### config.mk
export PLATFORM = sky130hd
export DESIGN_NAME = rs_hash_bucket_index
export DESIGN_NICKNAME = d
export VERILOG_FILES = /design/src/rtl/core/rshbi_pkg.sv /design/src/rtl/core/rshbi_front.sv /design/src/rtl/core/rshbi_fifo.sv /design/src/rtl/core/rshbi_divider.sv /design/src/rtl/core/rs_hash_bucket_index.sv
export SDC_FILE = /design/constraint.sdc
export NUM_CORES = 2
export LEC_CHECK = 0
export BUFFER_PORTS_ARGS = -buffer_cell sky130_fd_sc_hd__clkbuf_2
export CORE_MARGIN = 3
export CORE_UTILIZATION = 40
export DETAILED_ROUTE_END_ITERATION = 10
export GPL_ROUTABILITY_DRIVEN = 1
export PLACE_DENSITY = 0.65
export REMOVE_ABC_BUFFERS = 1
export SLEW_MARGIN = 20
export SYNTH_ARGS = -nofsm -noshare
export SYNTH_HDL_FRONTEND = slang
export SYNTH_SLANG_ARGS = --single-unit
export TNS_END_PERCENT = 5
### constraint.sdc
create_clock -name clk_i -period 17.6 [get_ports clk_i]
set_input_delay 1.76 -clock clk_i [delete_from_list [all_inputs] [get_ports clk_i]]
set_output_delay 1.76 -clock clk_i [all_outputs]
set_load 0.005 [all_outputs]
### src/rtl/core/rshbi_pkg.sv
// rshbi_pkg: constants and shared types of the hash bucket block
// depends on: nothing
package rshbi_pkg;

  localparam int unsigned WordW = 32;

  typedef logic [WordW-1:0] word_t;

  // rs hash constants
  localparam word_t MultInit    = 32'd63689;
  localparam word_t MultStep    = 32'd378551;
  localparam word_t BucketReset = 32'd65536;

  // hash queue between the front and the divider
  localparam int unsigned QDepth = 2;
  localparam int unsigned QPtrW  = (QDepth > 1) ? $clog2(QDepth) : 1;
  localparam int unsigned QCntW  = $clog2(QDepth + 1);

  // restoring divider, one quotient bit per cycle
  localparam int unsigned DivSteps = WordW;
  localparam int unsigned DivCntW  = $clog2(DivSteps);

  typedef struct packed {
    logic full;
    logic empty;
  } q_status_t;

endpackage

### src/rtl/core/rshbi_front.sv
// rshbi_front: accepts coordinates and keeps the running rs hash and multiplier
// depends on: rshbi_pkg
module rshbi_front (
  input  logic            clk_i,
  input  logic            rst_ni,
  input  logic            accept_i,
  input  rshbi_pkg::word_t coordinate_i,
  input  logic            last_coordinate_i,
  output logic            hash_push_o,
  output rshbi_pkg::word_t hash_o
);

  rshbi_pkg::word_t hash_q, hash_d;
  rshbi_pkg::word_t mult_q, mult_d;
  rshbi_pkg::word_t hash_next;

  // both products keep only the low word
  assign hash_next = hash_q * mult_q + coordinate_i;

  always_comb begin
    hash_d = hash_q;
    mult_d = mult_q;
    if (accept_i) begin
      if (last_coordinate_i) begin
        hash_d = '0;
        mult_d = rshbi_pkg::MultInit;
      end else begin
        hash_d = hash_next;
        mult_d = mult_q * rshbi_pkg::MultStep;
      end
    end
  end

  always_ff @(posedge clk_i or negedge rst_ni) begin
    if (!rst_ni) begin
      hash_q <= '0;
      mult_q <= rshbi_pkg::MultInit;
    end else begin
      hash_q <= hash_d;
      mult_q <= mult_d;
    end
  end

  assign hash_push_o = accept_i & last_coordinate_i;
  assign hash_o      = hash_next;

endmodule

### src/rtl/core/rshbi_fifo.sv
// rshbi_fifo: short queue of finished hashes between the front and the divider
// depends on: rshbi_pkg
module rshbi_fifo (
  input  logic                 clk_i,
  input  logic                 rst_ni,
  input  logic                 push_i,
  input  rshbi_pkg::word_t     data_i,
  input  logic                 pop_i,
  output rshbi_pkg::word_t     data_o,
  output rshbi_pkg::q_status_t status_o
);

  rshbi_pkg::word_t                mem_q [rshbi_pkg::QDepth];
  logic [rshbi_pkg::QPtrW-1:0]     wr_ptr_q, wr_ptr_d;
  logic [rshbi_pkg::QPtrW-1:0]     rd_ptr_q, rd_ptr_d;
  logic [rshbi_pkg::QCntW-1:0]     cnt_q, cnt_d;
  logic                            do_push, do_pop;

  assign status_o.full  = (cnt_q == rshbi_pkg::QCntW'(rshbi_pkg::QDepth));
  assign status_o.empty = (cnt_q == '0);

  assign do_push = push_i & ~status_o.full;
  assign do_pop  = pop_i & ~status_o.empty;

  always_comb begin
    wr_ptr_d = wr_ptr_q;
    rd_ptr_d = rd_ptr_q;
    cnt_d    = cnt_q;
    if (do_push) begin
      wr_ptr_d = (wr_ptr_q == rshbi_pkg::QPtrW'(rshbi_pkg::QDepth - 1)) ? '0
                 : wr_ptr_q + 1'b1;
    end
    if (do_pop) begin
      rd_ptr_d = (rd_ptr_q == rshbi_pkg::QPtrW'(rshbi_pkg::QDepth - 1)) ? '0
                 : rd_ptr_q + 1'b1;
    end
    unique case ({do_push, do_pop})
      2'b10:   cnt_d = cnt_q + 1'b1;
      2'b01:   cnt_d = cnt_q - 1'b1;
      default: cnt_d = cnt_q;
    endcase
  end

  always_ff @(posedge clk_i or negedge rst_ni) begin
    if (!rst_ni) begin
      wr_ptr_q <= '0;
      rd_ptr_q <= '0;
      cnt_q    <= '0;
    end else begin
      wr_ptr_q <= wr_ptr_d;
      rd_ptr_q <= rd_ptr_d;
      cnt_q    <= cnt_d;
    end
  end

  always_ff @(posedge clk_i) begin
    if (do_push) begin
      mem_q[wr_ptr_q] <= data_i;
    end
  end

  assign data_o = mem_q[rd_ptr_q];

endmodule

### src/rtl/core/rshbi_divider.sv
// rshbi_divider: reduces queued hashes modulo the bucket count (a zero count passes the hash) and holds the result word
// depends on: rshbi_pkg
module rshbi_divider (
  input  logic                 clk_i,
  input  logic                 rst_ni,
  input  rshbi_pkg::q_status_t q_status_i,
  input  rshbi_pkg::word_t     q_data_i,
  output logic                 q_pop_o,
  input  rshbi_pkg::word_t     modulus_i,
  input  logic                 out_pop_i,
  output logic                 out_valid_o,
  output rshbi_pkg::word_t     out_data_o
);

  localparam logic [1:0] StIdle = 2'd0;
  localparam logic [1:0] StRun  = 2'd1;
  localparam logic [1:0] StDone = 2'd2;

  logic [1:0]                    state_q, state_d;
  logic [rshbi_pkg::DivCntW-1:0] cnt_q, cnt_d;
  rshbi_pkg::word_t              rem_q, rem_d;
  rshbi_pkg::word_t              dvd_q, dvd_d;
  rshbi_pkg::word_t              div_q, div_d;
  logic                          out_valid_q, out_valid_d;
  rshbi_pkg::word_t              out_data_q, out_data_d;
  logic [rshbi_pkg::WordW:0]     trial, diff;
  logic                          out_free;

  // one restoring step: shift in the next dividend bit, subtract if it fits
  assign trial = {rem_q, dvd_q[rshbi_pkg::WordW-1]};
  assign diff  = trial - {1'b0, div_q};

  assign out_free = ~out_valid_q | out_pop_i;
  assign q_pop_o  = (state_q == StIdle) & ~q_status_i.empty;

  always_comb begin
    state_d     = state_q;
    cnt_d       = cnt_q;
    rem_d       = rem_q;
    dvd_d       = dvd_q;
    div_d       = div_q;
    out_valid_d = out_valid_q;
    out_data_d  = out_data_q;
    if (out_pop_i && out_valid_q) begin
      out_valid_d = 1'b0;
    end
    unique case (state_q)
      StIdle: begin
        if (!q_status_i.empty) begin
          div_d = modulus_i;
          cnt_d = '0;
          if (modulus_i == '0) begin
            // zero bucket count passes the full hash
            rem_d   = q_data_i;
            state_d = StDone;
          end else begin
            rem_d   = '0;
            dvd_d   = q_data_i;
            state_d = StRun;
          end
        end
      end
      StRun: begin
        rem_d = diff[rshbi_pkg::WordW] ? trial[rshbi_pkg::WordW-1:0]
                                       : diff[rshbi_pkg::WordW-1:0];
        dvd_d = {dvd_q[rshbi_pkg::WordW-2:0], 1'b0};
        cnt_d = cnt_q + 1'b1;
        if (cnt_q == rshbi_pkg::DivCntW'(rshbi_pkg::DivSteps - 1)) begin
          state_d = StDone;
        end
      end
      StDone: begin
        if (out_free) begin
          out_valid_d = 1'b1;
          out_data_d  = rem_q;
          state_d     = StIdle;
        end
      end
      default: state_d = StIdle;
    endcase
  end

  always_ff @(posedge clk_i or negedge rst_ni) begin
    if (!rst_ni) begin
      state_q     <= StIdle;
      cnt_q       <= '0;
      out_valid_q <= 1'b0;
    end else begin
      state_q     <= state_d;
      cnt_q       <= cnt_d;
      out_valid_q <= out_valid_d;
    end
  end

  always_ff @(posedge clk_i) begin
    rem_q      <= rem_d;
    dvd_q      <= dvd_d;
    div_q      <= div_d;
    out_data_q <= out_data_d;
  end

  assign out_valid_o = out_valid_q;
  assign out_data_o  = out_data_q;

endmodule

### src/rtl/core/rs_hash_bucket_index.sv
// rs_hash_bucket_index: one coordinate per cycle while the hash queue is not full; front keeps
// the rs hash with one multiply-add; a point's hash goes through the hash queue to the divider
// and from there into the output word register; the divider takes one restoring step per hash
// bit and takes no new hash until the last is out; a two-entry hash queue decouples the front
// async active-low reset: hash 0, multiplier 63689, bucket count 65536, queue and output empty
// depends on: rshbi_pkg, rshbi_front, rshbi_fifo, rshbi_divider
module rs_hash_bucket_index (
  input  logic             clk_i,
  input  logic             rst_ni,
  // coordinate channel
  input  logic             push,
  output logic             full,
  input  rshbi_pkg::word_t coordinate_i,
  input  logic             last_coordinate_i,
  // result channel
  output logic             empty,
  input  logic             pop,
  output rshbi_pkg::word_t bucket_index_o,
  // bucket count register write
  input  logic             cfg_valid_i,
  output logic             cfg_ready_o,
  input  rshbi_pkg::word_t cfg_data_i
);

  rshbi_pkg::word_t     modulus_q;
  rshbi_pkg::q_status_t q_status;
  rshbi_pkg::word_t     front_hash, q_data;
  logic                 front_push, q_pop, in_accept, out_valid;

  // writes are taken at any time, unchecked; the user must keep the block idle then
  assign cfg_ready_o = 1'b1;

  always_ff @(posedge clk_i or negedge rst_ni) begin
    if (!rst_ni) begin
      modulus_q <= rshbi_pkg::BucketReset;
    end else if (cfg_valid_i && cfg_ready_o) begin
      modulus_q <= cfg_data_i;
    end
  end

  // front stalls only while the hash queue is full
  assign full      = q_status.full;
  assign in_accept = push & ~q_status.full;

  rshbi_front u_front (
    .clk_i             (clk_i),
    .rst_ni            (rst_ni),
    .accept_i          (in_accept),
    .coordinate_i      (coordinate_i),
    .last_coordinate_i (last_coordinate_i),
    .hash_push_o       (front_push),
    .hash_o            (front_hash)
  );

  // finished hashes wait here for the divider
  rshbi_fifo u_fifo (
    .clk_i    (clk_i),
    .rst_ni   (rst_ni),
    .push_i   (front_push),
    .data_i   (front_hash),
    .pop_i    (q_pop),
    .data_o   (q_data),
    .status_o (q_status)
  );

  // back part: modulo and the output word register
  rshbi_divider u_divider (
    .clk_i       (clk_i),
    .rst_ni      (rst_ni),
    .q_status_i  (q_status),
    .q_data_i    (q_data),
    .q_pop_o     (q_pop),
    .modulus_i   (modulus_q),
    .out_pop_i   (pop),
    .out_valid_o (out_valid),
    .out_data_o  (bucket_index_o)
  );

  assign empty = ~out_valid;

endmodule

==> flow_summary.yaml <==
drt:
  drtPass1Iterations: 5
  viasPerCell: 4.972
  wl_per_cell_microns: 18.45
  vias: 24600
  wirelength_microns: 91260
  drc: 0
  ant_nets: 0
  first_iter_violations: 1322
layout:
  multi_input_area_sq_um: 25310
  synthToLayoutAreaGrowth_pct: 8.004
  drive_above_1_share: 0.07289
  antenna_cells: 0
  fillers: 8802
  regArea_sq_um: 8487
  nets: 4683
grt:
  antenna_found_initial: 4
  grt_max_degree: 64
  grt_pass1_wl_microns: 148300
  grt_usage: 0.1930
  grt_overflow: 0
  grt_pass1_vias: 26580
sta:
  hold_viol_final: 0
  worst_pin_slew_ns: 1.090
  rsz0062_at_grt: "false"
  slew_headroom: 0.2734
  final.setup.tns_ns: 0
  skew_ns: 0.03816
  fmax_mhz: 127.2
  fin_crit_sh: 0.4466
  setup_viol: 0
  layout_min_cycle_time_ns: 7.859
  report.final.slew_viol_count: 0
critical_path:
  worstReg2RegStart: "u_front.mult_q[0]"
  path_buf_inv: 5
  rr_endpoint: "u_front.hash_q[31]"
  cp.depth: 25
  critPathKind: "register to register"
  worstRegToRegCells: 25
  reg2reg_slack_ns: 9.74
  end_kind: "register"
  critPathMostFrequentCell: "fa_1"
  critPathMaxStageDelay_ns: 0.55
  cp-start-kind: "register"
  crit_slowest_cell: "fa_1"
  crit_arrival_ns: 8.32
  cp.required_ns: 18.06
  path_max_fanout: 40
  cp_top_family: "adder cells"
floorplan:
  dieArea_sq_um: 97380
  pin_count: 105
  die_y_microns: 312.1
  initial_core_util: 0.4063
  dieWidth_microns: 312.1
  row_count: 111
  core_area_sq_um: 92220
clock_tree:
  cts_tree: "yes"
  cts_sinks: 300
  cts_resized: 0
  cts_buffer_depth: 3
  root_buffer: "clkbuf_16"
  h-tree-depth: 2
  clk_latency_ns: 0.58
  path_clk_slew_ns: 0.06
  post_cts_buffers: 0
  cts_hold_buf: 0
  cts_buffers: 34
placed_design:
  portBuffers: 103
  dp.final_hpwl_microns: 70150
  gp_congestion: 0.9022
outcome:
  status: "finished clean"
worst_hold_path:
  hold-path-cell-count: 0
  whs_endpoint: "u_divider.div_q[23]"
  hp-class: "register to register"
  hp-start: "modulus_q[23]"
synth:
  syn_area_per_cell_sq_um: 10.30
  synthCells: 3638
  synth_edf_count: 192
  synth_ff_type: "edfxtp_1"
  synth_warnings: 0
  async_reset_ff_frac: 0.3600
  ys_ff_latch: 300
  netlist_area_sq_um: 37470
  ys_seq_area_frac: 0.2263
  synth.distinct_cells: 77
job:
  drv_cap: 0
worst max path at each step:
stage                           start                  to  slack, ns
global placement     coordinate_i[22]  u_front.hash_q[30]       9.26
global route        u_front.mult_q[0]  u_front.hash_q[31]       9.39
finish              u_front.mult_q[0]  u_front.hash_q[31]       9.74
floorplan            coordinate_i[22]  u_front.hash_q[30]       9.70
detailed placement   coordinate_i[22]  u_front.hash_q[30]       9.18
CTS                  coordinate_i[22]  u_front.hash_q[30]       9.80
Yosys cell counts (all sizes together) (19+ instances only):
| cell | instances | area [sq um] |
|---|---|---|
| a21o | 33 | 247.7 |
| inv | 843 | 3164 |
| mux2 | 32 | 360.4 |
| fa | 637 | 12750 |
| nor2 | 99 | 371.6 |
| a21oi | 109 | 553.0 |
| a22o | 38 | 332.8 |
| o21ai | 59 | 306.5 |
| xor2 | 38 | 340.3 |
| ha | 297 | 3716 |
| xnor2 | 122 | 1069 |
| dfrtp | 98 | 2452 |
| o22ai | 24 | 156.4 |
| mux2i | 59 | 590.6 |
| nand2b | 19 | 126.4 |
| nand2 | 311 | 1167 |
| edfxtp | 192 | 5766 |
| clkbuf | 124 | 465.5 |
| and2 | 283 | 1770 |
kinds of logic (layout without fill, tap and decap cells):
kind of cell	count (synthesis)	in the layout	synth area share
other	1	1	0.0001001
flip-flops	300	300	0.2263
AO/OA/AOI/OAI	351	351	0.06251
adder cells (fa/ha/maj)	934	934	0.4395
buffers and inverters	984	1050	0.09934
XOR/XNOR	160	160	0.03760
multiplexers	91	91	0.02538
AND/OR/NAND/NOR	817	817	0.1092
sequential cells by signal, indices dropped and copies added, names as in the netlist, 5 cells and up:
name	count
u_divider.cnt_q	5
u_divider.rem_q	32
u_divider.dvd_q	32
u_divider.out_data_o	32
u_divider.div_q	32
u_fifo.mem_q	64
modulus_q	32
u_front.hash_q	32
u_front.mult_q	32
worst register-to-register path, delay by kind of cell (launching register included):
kind	cells	cell delay (ns)
adder cells (fa/ha/maj)	9	4.35
buffers and inverters	5	0.76
flip-flops	1	0.52
XOR/XNOR	1	0.17
AO/OA/AOI/OAI	8	1.55
AND/OR/NAND/NOR	2	0.42
per-stage QoR:
step | cell area [sq um] | std cells | hold WS (ns) | utilization | worst slack [ns]
after CTS | 40470 | 4947 | 0.4707 | 0.4388 | 9.801
final | 40470 | 4947 | 0.4808 | 0.4388 | 9.741
after global placement | 39360 | 4886 | 0.4543 | 0.4268 | 9.255
after detailed placement | 39360 | 4886 | 0.4564 | 0.4268 | 9.175
after global routing | 40470 | 4947 | 0.4898 | 0.4388 | 9.392
after floorplan | 36910 | 3497 | 0.4431 | - | 9.700
final cells by class:
cell class / count / area share
Sequential cell: 300 / 0.2097
Clock buffer: 47 / 0.02297
Inverter: 843 / 0.07819
Tap cell: 1243 / 0.03843
Timing Repair Buffer: 146 / 0.02078
Multi-Input combinational cell: 2354 / 0.6254
Clock inverter: 14 / 0.004545
per-layer routing:
metal / GRT usage / up-vias / wire (microns)
met4: 0.04708 / 0 / 2341
met1: 0.2607 / 12500 / 39600
met3: 0.04184 / 126 / 6587
met2: 0.3175 / 685 / 42730
met5: 0 / - / 0
li1: - / 11290 / -
placed cells by master, fill, tap and decap left out, types with 7 or more instances in the layout:
cell / Yosys / final
xnor2_1: 122 / 122
o21a_1: 16 / 16
o21bai_1: 8 / 8
o31ai_1: 8 / 8
a31oi_1: 10 / 10
a21o_1: 33 / 33
nor2_1: 99 / 95
mux2i_1: 59 / 59
a22o_1: 38 / 38
or3_1: 15 / 15
nand2b_1: 18 / 17
a21oi_1: 107 / 107
inv_1: 843 / 843
ha_1: 297 / 297
dfstp_2: 10 / 10
clkbuf_16: 0 / 34
nor4_1: 10 / 10
o22ai_1: 23 / 23
xor2_1: 37 / 37
mux2_2: 32 / 32
nor3_1: 14 / 14
clkbuf_2: 0 / 102
o21ai_1: 13 / 13
nand4_1: 8 / 8
o21ai_0: 43 / 43
and3_1: 8 / 8
edfxtp_1: 192 / 192
fa_1: 637 / 637
dfrtp_1: 98 / 93
nand3_1: 17 / 17
clkbuf_1: 124 / 10
nor2b_1: 13 / 13
nand2_1: 311 / 310
nand3b_1: 7 / 7
buf_4: 3 / 44
and2_1: 283 / 283
Power is not shown: default switching activity piles up to over one toggle a cycle in this logic, so the estimate is an artifact.
